## src/design/cbt_pkg.sv

```systemverilog
// Package for the ban table: types, constants, prefix helpers.
// No dependencies.
`default_nettype none
package cbt_pkg;
  localparam int Entries = 32;
  localparam int IdxW = $clog2(Entries);
  localparam int QDepth = 2;

  typedef enum logic [1:0] {
    REQ_CHECK = 2'd0, REQ_ADD = 2'd1, REQ_REMOVE = 2'd2, REQ_NONE = 2'd3
  } req_e;

  localparam logic [1:0] ST_NONE = 2'd0;
  localparam logic [1:0] ST_REFRESH = 2'd1;
  localparam logic [1:0] ST_ADDED = 2'd2;
  localparam logic [1:0] ST_FULL = 2'd3;

  typedef struct packed {
    logic [1:0]  req_type;
    logic [31:0] now_sec;
    logic        is_v6;
    logic [63:0] addr_high;
    logic [63:0] addr_low;
    logic [7:0]  prefix_len;
    logic [15:0] duration_tenths;
  } in_t;

  typedef struct packed {
    logic       banned;
    logic [1:0] status;
    logic [5:0] removed_count;
  } out_t;

  // classified request handed from front to back
  typedef struct packed {
    logic [1:0]  req;
    logic [31:0] now;
    logic        v6;
    logic [63:0] ah;
    logic [63:0] al;
    logic [7:0]  plen;
    logic [31:0] expiry;
  } cmd_t;

  function automatic logic [127:0] pmask(input logic v6, input logic [7:0] plen);
    logic [127:0] m;
    m = '0;
    for (int b = 0; b < 128; b++)
      if (v6) m[127-b] = (8'(b) < plen);
      else if (b < 32) m[31-b] = (8'(b) < plen);
    return m;
  endfunction

  function automatic logic [7:0] norm_prefix(input logic v6, input logic [7:0] p);
    logic [7:0] full;
    full = v6 ? 8'd128 : 8'd32;
    return (p == 8'd0 || p > full) ? full : p;
  endfunction
endpackage
`default_nettype wire

```

## src/design/cbt_queue.sv

```systemverilog
// Short queue between front and back.
// Depends on cbt_pkg.
`default_nettype none
module cbt_queue (
  input  wire logic          clk,
  input  wire logic          rst,
  input  wire logic          push,
  input  wire cbt_pkg::cmd_t din,
  input  wire logic          pop,
  output logic               full,
  output logic               empty,
  output cbt_pkg::cmd_t      dout
);
  cbt_pkg::cmd_t mem [cbt_pkg::QDepth];
  logic wp, rp;
  logic [1:0] cnt;
  assign full = (cnt == 2'(cbt_pkg::QDepth));
  assign empty = (cnt == 2'd0);
  assign dout = mem[rp];
  always_ff @(posedge clk) begin
    if (push) mem[wp] <= din;
  end
  always_ff @(posedge clk) begin
    if (rst) begin
      wp <= 1'b0; rp <= 1'b0; cnt <= 2'd0;
    end else begin
      if (push) wp <= ~wp;
      if (pop) rp <= ~rp;
      cnt <= cnt + 2'(push) - 2'(pop);
    end
  end
endmodule
`default_nettype wire

```

## config.mk

```make
export PLATFORM = sky130hd
export DESIGN_NAME = cbt_queue
export DESIGN_NICKNAME = d
export VERILOG_FILES = /design/src/design/cbt_pkg.sv /design/src/design/cbt_queue.sv
export SDC_FILE = /design/constraint.sdc
export NUM_CORES = 1
export LEC_CHECK = 0
export BUFFER_PORTS_ARGS = -buffer_cell sky130_fd_sc_hd__buf_4
export CORE_MARGIN = 2
export CORE_UTILIZATION = 50
export DETAILED_ROUTE_END_ITERATION = 8
export PLACE_DENSITY_LB_ADDON = 0.1
export SLEW_MARGIN = 20
export SYNTH_ARGS = -nofsm -noshare
export SYNTH_HDL_FRONTEND = slang
export SYNTH_SLANG_ARGS = --single-unit
export TNS_END_PERCENT = 50
```

## constraint.sdc

```tcl
create_clock -name clk -period 19.5 [get_ports clk]
set_input_delay 1.95 -clock clk [delete_from_list [all_inputs] [get_ports clk]]
set_output_delay 1.95 -clock clk [all_outputs]
set_load 0.02 [all_outputs]
```

# Yosys cells after proc, flatten, opt, wreduce, memory -nomap -nowiden
# Memory sizes are Yosys's and may differ from the RTL's. A register that Yosys moved wholly into a read port is not among the register bits.
# Index checks and enable logic that the tools add are counted.
# word_totals
ff_bits,4
mem_bits_rw,406
in_bits,207
out_inout_bits,205
wordCells,14
n_memories,1
# memory_table
name,words,word_bits,rd,rd_clocked_by_memory_dff,write_ports,line,text
mem,2,203,1,1,1,cbt_queue.sv:14,cbt_pkg::cmd_t mem [cbt_pkg::QDepth];
# classes
add_sub_neg,2
eq_ne,1
muxes,4
bitwise,2
reduce_logical,1
# op_table
operator,count
$mux 1,4
$add 2x1->2,1
$eq 2x2->1 const B,1
$logic_not 2->1,1
$not 1->1,2
$sub 2x1->2,1

# Logic depth before layout (Yosys ltp)
# logic_depth
depth_word,3
depth_mapped,6
depth_no_buf,6

# Worst setup path before layout
# No wires, ideal clock.
# synth_path
path_type,in2reg
startpoint,input port push
endpoint,"memory mem[0][0] (netlist bit), enable pin"
setup_ns,0.794
arrival_time_ns,10.702
t_required_ns,18.706
setup_slack_ns,8.004
stages,1
n_path_buf,0
cell_sequence,nor2b_1
# synth_via
elab_chain_cells,2
# synth_rtl
element,line,text
from (decl),cbt_queue.sv:7,"input wire logic push,"
$mux 1,cbt_queue.sv:21,if (push) mem[wp] <= din;
$mux 1 (not written as such),cbt_queue.sv:21,
to (decl),cbt_queue.sv:14,
# No other way between the ends.

==> impl_table.tex <==
\begin{tabular}{lr}
\hline
Metric & Value \\
\hline
\multicolumn{2}{l}{\textbf{Run status}} \\
Run status & complete, no violations \\
\multicolumn{2}{l}{\textbf{Power}} \\
Peak supply drop & 0.0830 mV \\
Sequential power share & 0.504 \\
Leak Pwr & 7.92 nW \\
Switching share of total power & 0.231 \\
Switching power total & 0.000482 W \\
Ratio of total power to cell area & 103 nW/um2 \\
Proportion of power drawn by combinational gates & 0.150 \\
Clock share of power & 0.346 \\
Internal power & 0.00161 W \\
\multicolumn{2}{l}{\textbf{Synthesis}} \\
Library cells used by synthesis & 14 \\
Syn. warnings & 0 \\
Syn\_nets & 862 \\
Top-area cell type share of the netlist area & 0.783 \\
Average cell area after synthesis & 23.9 um2 \\
Post-synthesis register bit count & 411 \\
Cells after Synth & 653 \\
Sequential cell area fraction in the yosys report & 0.789 \\
Top cells by area in the synthesized netlist & edfxtp\_1, mux2\_4, mux2\_2, buf\_6, dfxtp\_1 \\
Netlist Area Pre-Place & 15600 um2 \\
Post-synth top area cell & edfxtp\_1 \\
\multicolumn{2}{l}{\textbf{Timing}} \\
Max Freq & 0.180 GHz \\
Final critical-path share of the clock period & 0.285 \\
Post-Route Skew & 9.51 ps \\
Pins over their slew limit & 0 \\
RSZ-0062 raised after global routing & no \\
Min Clock Period, post-route & 5560 ps \\
Hold slack & 522 ps \\
Worst slew pin tran & 1030 ps \\
Final setup violation count & 0 \\
Sum of negative setup slack & 0 ps \\
Fin. Hold Viols & 0 \\
Relative slew slack & 0.312 \\
\multicolumn{2}{l}{\textbf{Floorplanning}} \\
Ports placed on the boundary & 412 \\
Placeable core area & 30700 um2 \\
Die Span Y & 181 um \\
Chip width & 181 um \\
Initial standard-cell utilization of the core & 0.508 \\
Area of the die & 32600 um2 \\
\# rows & 64 \\
\multicolumn{2}{l}{\textbf{Critical path}} \\
Crit. End Element & output port \\
Cell occurring most often along the worst timing path & buf\_4 \\
CP Launch Type & flip-flop \\
Cell breakdown of the critical path & buf\_4, buf\_4, mux2\_4, buf\_4 \\
Cell class contributing the biggest share of worst-path delay & buffers and inverters \\
Peak fanout along the critical path & 49 \\
Required time at the endpoint of the critical path & 17550 ps \\
Classification of the worst setup path & flip-flop to output port \\
Data arrival time of the worst path & 3610 ps \\
Highest cell delay on the worst timing path & 850 ps \\
CP max-delay cell & dfxtp\_4 \\
Bufs and invs on worst path & 3 \\
\multicolumn{2}{l}{\textbf{GRT}} \\
Grt ovf & 0 \\
Wire length of the first global-routing pass & 48.0 mm \\
Initial antenna violation count & 3 \\
Via count of the first global-routing pass & 7971 \\
Largest net degree at the start of global routing & 75 \\
Global Route Usage Sum & 0.198 \\
\multicolumn{2}{l}{\textbf{Routing}} \\
Router iterations before antenna repair & 4 \\
Vias per cell & 5.01 \\
Avg WL per Cell & 22.0 um \\
Count of nets left with antenna violations after detail routing & 0 \\
Total Wirelength & 33.3 mm \\
Total DRC errors in the routed layout & 0 \\
Initial DRC Count & 456 \\
Total via count after detailed routing & 7598 \\
\multicolumn{2}{l}{\textbf{Clock network}} \\
CTS sink count & 411 \\
Max clock buf depth & 3 \\
CTS clock-pin slew for the worst setup and hold paths & 60 ps \\
Library cell used as clock root buffer & clkbuf\_16 \\
CTS Hold Bufs & 0 \\
CTS tree & done \\
Level count of the clock H-tree & 2 \\
Clock latency of the later-clocked register in the worst-skew pair & 520 ps \\
Resized Gates After CTS & 0 \\
Number of buffers inserted to repair setup after CTS & 0 \\
Total CTS buffers & 41 \\
\multicolumn{2}{l}{\textbf{Placement}} \\
Placed instance area & 19000 um2 \\
Total of buffers placed on input and output ports & 411 \\
HPWL Detailed & 22.9 mm \\
Final estimated routing congestion in global placement & 0.804 \\
\multicolumn{2}{l}{\textbf{Flow run}} \\
Max Cap Violations & 0 \\
\multicolumn{2}{l}{\textbf{Layout}} \\
Total number of nets in the final design & 1301 \\
Proportion of layout cells with a drive suffix above 1 & 0.605 \\
Most frequent cells in the layout & buf\_4, edfxtp\_1, mux2\_4 \\
Area growth, synth to finish & 29.8\% \\
Utilization of the core after routing & 0.659 \\
Commonest non-fill, non-tap cell in the layout & buf\_4 \\
Finished Cell Area & 20200 um2 \\
\multicolumn{2}{l}{\textbf{Hold path}} \\
Hold Path Class & flip-flop to flip-flop \\
\hline
\end{tabular}
[power by group through the flow]
stage | Sequential, W | Clock (W) | Combinational (W)
5_1_grt | 0.00106 | 0.000777 | 0.000329
4_1_cts | 0.00105 | 0.000744 | 0.000317
6_report | 0.00105 | 0.000723 | 0.000313
2_1_floorplan | 0.00107 | 0 | 0.000193
3_5_place_dp | 0.00107 | 0 | 0.000316
3_3_place_gp | 0.00107 | 0 | 0.000314
[synth_stat cells]
library cell	instances
and2_1	1
buf_2	3
buf_6	19
buf_8	1
dfxtp_1	5
edfxtp_1	406
ha_1	2
inv_1	2
mux2_2	33
mux2_4	170
nor2_1	5
nor2b_1	3
xnor2_1	2
xnor3_1	1
[worst register-to-register path, cell delays in order, from the launching register on]
cell	delay, ps
dfxtp_1	400
and2_4	800
buf_4	940
[per-stage QoR]
stage	setup slack, ps	std cells	power, W
2_1_floorplan	8000	653	0.00127
6_report	13940	1517	0.00209
3_3_place_gp	14490	1445	0.00138
5_1_grt	13790	1517	0.00216
3_5_place_dp	14480	1445	0.00139
4_1_cts	13920	1515	0.00211
[per-layer routing]
metal | vias to the layer above | GRT usage | wire, um
met5 | - | 0 | 13
met4 | 2 | 0.0890 | 1320
met3 | 72 | 0.0782 | 3320
met2 | 349 | 0.342 | 16900
met1 | 3704 | 0.214 | 11800
li1 | 3471 | - | -
[sequential cells by signal, indices dropped and copies added (netlist names), named ones only]
| register | count |
|---|---|
| mem | 406 |
| cnt | 2 |
| rp | 1 |
| wp | 1 |
[kinds of logic (layout without fill, tap and decap cells)]
family	after synthesis	after routing	share of synthesized area
other	0	2	0
adders and majority gates	2	2	0.00161
xor gates and xnor gates	3	3	0.00257
buffers and inverters	25	491	0.0161
muxes	203	203	0.188
DFF	411	411	0.789
and+or+nand+nor	9	9	0.00281
[final timing paths]
path / from / endpoint / slack, ps / depth (start not counted)
worst max-delay path: flip-flop / dout[194] / 13940 / 4
worst min-delay path: rp$_SDFFE_PP0P_ / flip-flop / 520 / 2
worst max register to register: wp$_SDFFE_PP0P_ / mem[1][129]$_DFFE_PP_ / 16910 / 2
worst min register to register: rp$_SDFFE_PP0P_ / flip-flop / 520 / 2
[cell type report]
type	instances	area (um2)
Antenna cell	2	5.00
Clock buffer	55	1120
Clock inverter	15	105
Fill cell	2135	10400
Inverter	2	7.51
Multi-Input combinational cell	217	3040
Sequential cell	411	12300
Tap cell	396	495
Timing Repair Buffer	419	3150
No activity file was read; power rests on OpenSTA's default activity.
