$ cat config.mk
export PLATFORM = sky130hd
export DESIGN_NAME = cbt_front
export DESIGN_NICKNAME = d
export VERILOG_FILES = /design/src/design/cbt_pkg.sv /design/src/design/cbt_front.sv
export SDC_FILE = /design/constraint.sdc
export NUM_CORES = 1
export LEC_CHECK = 0
export CORE_AREA = 2 2 154 156
export DETAILED_ROUTE_END_ITERATION = 10
export DIE_AREA = 0 0 156 158
export DONT_BUFFER_PORTS = 1
export HOLD_SLACK_MARGIN = 0.06
export SYNTH_ARGS = -nofsm -noshare
export SYNTH_HDL_FRONTEND = slang
export SYNTH_SLANG_ARGS = --single-unit
$ cat constraint.sdc
create_clock -name clk -period 8.31 [get_ports clk]
set_input_delay 0.4155 -clock clk [delete_from_list [all_inputs] [get_ports clk]]
set_output_delay 0.4155 -clock clk [all_outputs]
set_load 0.02 [all_outputs]
$ cat src/design/cbt_pkg.sv
// Package for the ban table: types, constants, prefix helpers.
// No dependencies.
`default_nettype none
package cbt_pkg;
  localparam int Entries = 32;
  localparam int IdxW = $clog2(Entries);
  localparam int QDepth = 2;

  typedef enum logic [1:0] {
    REQ_CHECK = 2'd0, REQ_ADD = 2'd1, REQ_REMOVE = 2'd2, REQ_NONE = 2'd3
  } req_e;

  localparam logic [1:0] ST_NONE = 2'd0;
  localparam logic [1:0] ST_REFRESH = 2'd1;
  localparam logic [1:0] ST_ADDED = 2'd2;
  localparam logic [1:0] ST_FULL = 2'd3;

  typedef struct packed {
    logic [1:0]  req_type;
    logic [31:0] now_sec;
    logic        is_v6;
    logic [63:0] addr_high;
    logic [63:0] addr_low;
    logic [7:0]  prefix_len;
    logic [15:0] duration_tenths;
  } in_t;

  typedef struct packed {
    logic       banned;
    logic [1:0] status;
    logic [5:0] removed_count;
  } out_t;

  // classified request handed from front to back
  typedef struct packed {
    logic [1:0]  req;
    logic [31:0] now;
    logic        v6;
    logic [63:0] ah;
    logic [63:0] al;
    logic [7:0]  plen;
    logic [31:0] expiry;
  } cmd_t;

  function automatic logic [127:0] pmask(input logic v6, input logic [7:0] plen);
    logic [127:0] m;
    m = '0;
    for (int b = 0; b < 128; b++)
      if (v6) m[127-b] = (8'(b) < plen);
      else if (b < 32) m[31-b] = (8'(b) < plen);
    return m;
  endfunction

  function automatic logic [7:0] norm_prefix(input logic v6, input logic [7:0] p);
    logic [7:0] full;
    full = v6 ? 8'd128 : 8'd32;
    return (p == 8'd0 || p > full) ? full : p;
  endfunction
endpackage
`default_nettype wire

$ cat src/design/cbt_front.sv
// Front part: normalizes an item and computes its expiry, pushes into queue.
// Depends on cbt_pkg.
`default_nettype none
module cbt_front (
  input  wire logic          clk,
  input  wire logic          rst,
  input  wire logic          start,
  input  wire cbt_pkg::in_t  req,
  input  wire logic          q_full,
  output logic               busy,
  output logic               push,
  output cbt_pkg::cmd_t      cmd
);
  logic        stg_v;
  cbt_pkg::in_t stg;
  logic [33:0] sum;
  logic [63:0] ah, al;

  assign busy = stg_v;
  always_ff @(posedge clk) begin
    if (rst) stg_v <= 1'b0;
    else if (start && !busy) begin
      stg_v <= 1'b1;
      stg <= req;
    end else if (push) stg_v <= 1'b0;
  end

  assign push = stg_v && !q_full;
  assign sum = 34'(stg.now_sec) + 34'({stg.duration_tenths, 2'b0}) +
               34'({stg.duration_tenths, 1'b0});
  assign ah = stg.is_v6 ? stg.addr_high : 64'd0;
  assign al = stg.is_v6 ? stg.addr_low : {32'd0, stg.addr_low[31:0]};
  always_comb begin
    cmd.req = stg.req_type;
    cmd.now = stg.now_sec;
    cmd.v6 = stg.is_v6;
    cmd.ah = ah;
    cmd.al = al;
    cmd.plen = cbt_pkg::norm_prefix(stg.is_v6, stg.prefix_len);
    if (stg.duration_tenths == 16'd0) cmd.expiry = 32'd0;
    else if (sum[33:32] != 2'b00) cmd.expiry = 32'hFFFF_FFFF;
    else cmd.expiry = sum[31:0];
  end
endmodule
`default_nettype wire

# Yosys cells after proc, flatten, opt, wreduce, memory -nomap -nowiden
# Index checks and enable logic that the tools add are counted.
# W data, S select, Z words.
[totals] register_bits=188 in_bits=191 out_inout_bits=205 word_cells=30
[classes] n_addsub=2 n_lt_le_gt_ge=1 n_mux=8 n_bitwise=1 reduce_logical=10
[ops] cell="$mux W64" count=2
[ops] cell="$mux W32" count=2
[ops] cell="$add A33 B17 Y34" count=1
[ops] cell="$add A32 B18 Y33" count=1
[ops] cell="$logic_not A16 Y1" count=1
[ops] cell="$mux W8" count=2
[ops] cell="$gt A8 B8 Y1" count=1
[ops] cell="$logic_not A8 Y1" count=1
[ops] cell="$reduce_bool A2 Y1" count=2
[ops] cell="$logic_and A1 B1 Y1" count=2
[ops] cell="$logic_not A1 Y1" count=2
[ops] cell="$mux W1" count=2
[ops] cell="$reduce_and A2 Y1" count=1
[ops] cell="$logic_or A1 B1 Y1" count=1
[ops] cell="$not A1 Y1" count=1

# Depth between registers and ports, before layout
[depth] depth_word=5 depth_mapped=13 mapped_depth_nobuf=12

# Least setup slack after synthesis
# Ideal clock, no wire load.
[synth_timing] kind="register -> register" start="register stg_v (netlist: busy)" end="register stg (netlist bit cmd[168]), enable pin" setup_time_ns=0.736 t_arrival_ns=8.314 t_required_ns=7.574 setup_slack_ns=-0.740 stages_incl_launch_ff=3 n_path_buf=0 synth_period_minus_slack_ns=9.050 cell_sequence="dfxtp_1 > nand2b_1 > nor2_1"
[synth_via] elab_chain_len=3
[synth_rtl] element="from (decl)" line="cbt_front.sv:14" text="logic stg_v;"
[synth_rtl] element="from (signal assigned)" line="cbt_front.sv:21" text="if (rst) stg_v <= 1'b0;"
[synth_rtl] element="from (signal assigned)" line="cbt_front.sv:23" text="stg_v <= 1'b1;"
[synth_rtl] element="from (signal assigned)" line="cbt_front.sv:25" text="end else if (push) stg_v <= 1'b0;"
[synth_rtl] element="$logic_not A1 Y1" line="cbt_front.sv:22" text="else if (start && !busy) begin"
[synth_rtl] element="$logic_and A1 B1 Y1" line="cbt_front.sv:22"
[synth_rtl] element="$reduce_and A2 Y1 (no source line)"
[synth_rtl] element="to (signal assigned)" line="cbt_front.sv:24" text="stg <= req;"
[synth_rtl] element="to (decl)" line="cbt_front.sv:15" text="cbt_pkg::in_t stg;"
# No other way between the ends.
# A chain may end at the register's enable or synchronous reset.

==> reports/results.md <==
### Routing
* number of routed nets with antenna violations: 0
* average wire length per cell after detail routing: 22.0 um
* Via Count: 5,711
* number of detailed-route iterations in the first pass: 5
* Residual DRC: 0
* via density per instance: 5.26
* initial detailed-routing violation count: 435
* final WL: 23,800 um

### Critical path
* timing startpoint of the critical path: cmd[171]$_DFFE_PP_
* critical path class: reg -> out
* kind of launch point of the worst setup path: flip-flop
* family of cells with the greatest summed delay on the critical path: compound AO/OA/AOI/OAI gates
* most frequent cell on the critical path: sky130_fd_sc_hd__inv_1
* number of cells on the critical path: 12
* Reg-to-Reg End: cmd[200]$_DFFE_PP_
* start of the worst register-to-register path: busy$_SDFFE_PP0P_
* Slowest-stage cell, CP: sky130_fd_sc_hd__a311oi_1
* Register-to-Register Setup Slack: 5740 ps
* Req. time, crit path: 7890 ps
* Critical Path, Cell by Cell: inv_1 > fa_1 > inv_1 > ha_1 > inv_1 > fa_1 > nand2b_1 > a21oi_1 > a21oi_4 > o221ai_2 > a31oi_1 > a311oi_1
* maximum fanout along the worst path: 6
* kind of end point of the critical path: output port
* worst path arrival time: 4010 ps
* FF-to-FF path depth: 3
* delay contributed by the slowest stage of the critical path: 660 ps
* buffers and inverters on the worst path: 3

### Worst hold path
* Hold Crit Depth: 0
* worst min-delay path category: in -> reg
* launch instance of the worst min-delay path: req[120]
* capture endpoint of the worst hold path: stg[120]$_DFFE_PP_

### Final layout
* most frequent cells in the layout: 187 x sky130_fd_sc_hd__edfxtp_1, 171 x sky130_fd_sc_hd__dlygate4sd3_1, 105 x sky130_fd_sc_hd__and2_1
* ratio of cells with drive above 1 in the final layout: 6.94%
* storage element area: 5640 um2
* final-stage net count: 1,008
* Area Growth Syn to Fin: 23.5%
* Finished Cell Area: 11,200 um2
* most common library cell in the layout ignoring fill and taps: sky130_fd_sc_hd__edfxtp_1
* area used by multi-input combinational logic: 2720 um2
* filler cell count in the final layout: 2,010

### STA
* Final Critical Period: 4430 ps
* fin crit share: 53.3%
* Tightest Pin Transition: 1310 ps
* fin worst setup slack: 3880 ps
* number of endpoints with negative hold slack in the final report: 0
* relative slew slack: 12.8%
* Final Max Slew Viols: 0
* clock tree skew after final layout: 13.7 ps
* highest achievable clock rate: 0.226 GHz
* total negative slack for setup checks: 0 ps
* RSZ-0062 raised after global routing: no
* number of failing setup endpoints in the final timing report: 0
* worst slack on hold paths: 84.7 ps

### Synthesis
* dominant synthesized flop cell: sky130_fd_sc_hd__edfxtp_1
* sequential-to-total area share from yosys stat: 62.3%
* Yosys reg bits: 188
* fraction of synthesized cell area taken by the top area cell type: 62.0%
* Post-Synthesis Cell Area: 9050 um2
* most area-hungry cell type in the Yosys netlist: sky130_fd_sc_hd__edfxtp_1
* Synth warnings: 0
* number of synthesized flops with an enable pin: 187
* Netlist cell types: 58
* syn nets: 907
* leading cell types by total area after synthesis: sky130_fd_sc_hd__edfxtp_1 62%, sky130_fd_sc_hd__and2_1 7.3%, sky130_fd_sc_hd__buf_4 5.6%
* share of flip-flops with an asynchronous set or reset: 0%
* Gate Count Post-Synth: 679
* synthesized area per cell: 13.3 um2

### Clock network
* CTS Buf Count: 17
* root cell of the clock tree: sky130_fd_sc_hd__clkbuf_16
* number of buffers on the longest clock path: 2
* TritonCTS clock tree: yes
* number of H-tree levels: 4
* clock latency on the worst-skew pair: 440 ps
* sink count of the clock tree: 188
* clock transition time at the flip-flop clock pins of the worst setup and hold paths: 70 ps

### Power
* leakage dissipation: 3.95 nW
* Max IR drop VDD: 0.136 mV
* pwr dens: 212 nW/um2

### Placed design
* placed instance area: 8830 um2
* worst setup slack after placement: 4350 ps
* half-perimeter wire length after detailed placement: 16,400 um
* routability-driven placement congestion ratio: 0.832
* IO buf count: 0

### Floorplanning
* Cell Rows: 56
* Die Span X: 156 um
* Core ar.: 23,100 um2
* effective utilization at floorplan: 39.3%
* Die Y: 158 um
* Die Outline Area: 24,600 um2
* io pins: 396

### Global route
* largest net degree at the start of global routing: 99
* antenna violations before repair: 2
* total routing usage reported by global routing: 18.4%
* wire length of the first global-routing pass: 34,200 um
* via count of the first global-routing pass: 6,048
* final global-route overflow total: 0

### Outcome
* run status: finished, final reports clean

### Run
* max-cap viol count: 0

[area by class of cell]
type | count | share of cell area (%)
Timing Repair Buffer | 174 | 15.5
Antenna cell | 2 | 0.0448
Clock buffer | 17 | 3.81
Inverter | 24 | 0.806
Clock inverter | 15 | 1.79
Tap cell | 290 | 3.25
Multi-Input combinational cell | 375 | 24.4
Sequential cell | 188 | 50.4
[sequential cells by signal, summed over array words and instances (netlist names)]
| name | flops |
|---|---|
| stg | 152 |
| busy | 1 |
| cmd | 35 |
[how the worst max path moves through the flow]
stage | endpoint | slack, ps
after floorplan | cmd[168]$_DFFE_PP_ | 2420
after global placement | cmd[28] | 4400
after detailed placement | cmd[28] | 4350
after CTS | cmd[28] | 3850
after global routing | cmd[28] | 3660
final | cmd[28] | 3880
[stage by stage]
stage	util [%]	std cells	power (W)
after global routing	48.5	1085	0.00246
after floorplan	-	679	0.00142
after CTS	48.5	1083	0.00239
after detailed placement	38.3	880	0.00146
after global placement	38.3	880	0.00146
final	48.5	1085	0.00237
[cells by family (layout without fill, tap and decap cells)]
group / count (synthesis) / in the layout / synth area share [%]
compound gates: 103 / 103 / 7.81
mux: 4 / 4 / 0.442
other cells: 0 / 2 / 0
flops: 188 / 188 / 62.3
buf+inv: 116 / 230 / 7.74
fa+ha+maj: 37 / 37 / 6.44
simple gates: 220 / 220 / 14.2
xor+xnor: 11 / 11 / 1.06
[cell usage after synthesis (10+ instances only)]
| master | count |
|---|---|
| sky130_fd_sc_hd__edfxtp_1 | 187 |
| sky130_fd_sc_hd__and2_1 | 105 |
| sky130_fd_sc_hd__buf_4 | 67 |
| sky130_fd_sc_hd__a21oi_1 | 38 |
| sky130_fd_sc_hd__nand2_1 | 25 |
| sky130_fd_sc_hd__inv_1 | 24 |
| sky130_fd_sc_hd__nor2_1 | 24 |
| sky130_fd_sc_hd__ha_1 | 21 |
| sky130_fd_sc_hd__fa_1 | 16 |
| sky130_fd_sc_hd__clkbuf_1 | 14 |
| sky130_fd_sc_hd__nand3_1 | 14 |
| sky130_fd_sc_hd__o21ai_0 | 11 |
| sky130_fd_sc_hd__buf_2 | 10 |
[per-layer routing]
metal / global-route usage [%] / up-vias / part of all wire, %
li1: - / 2594 / -
met1: 19.6 / 2812 / 36
met2: 33.5 / 275 / 54
met3: 6.68 / 30 / 8.2
met4: 6.77 / 0 / 2.2
met5: 0 / - / 0
[repair_timing]
action	in CTS	in global routing
resized for setup	0	0
hold buffers	171	0
buffers inserted	0	0
endpoints found under the hold margin	171	0
[power by group]
group	internal (W)	leakage (nW)	switching, W	total, W
clock network	0.000419	0.305	0.000440	0.000859
registers	0.00109	1.75	0.0000384	0.00113
logic	0.000141	1.90	0.000237	0.000378
Note: power is estimated with default switching activity, not from simulation.
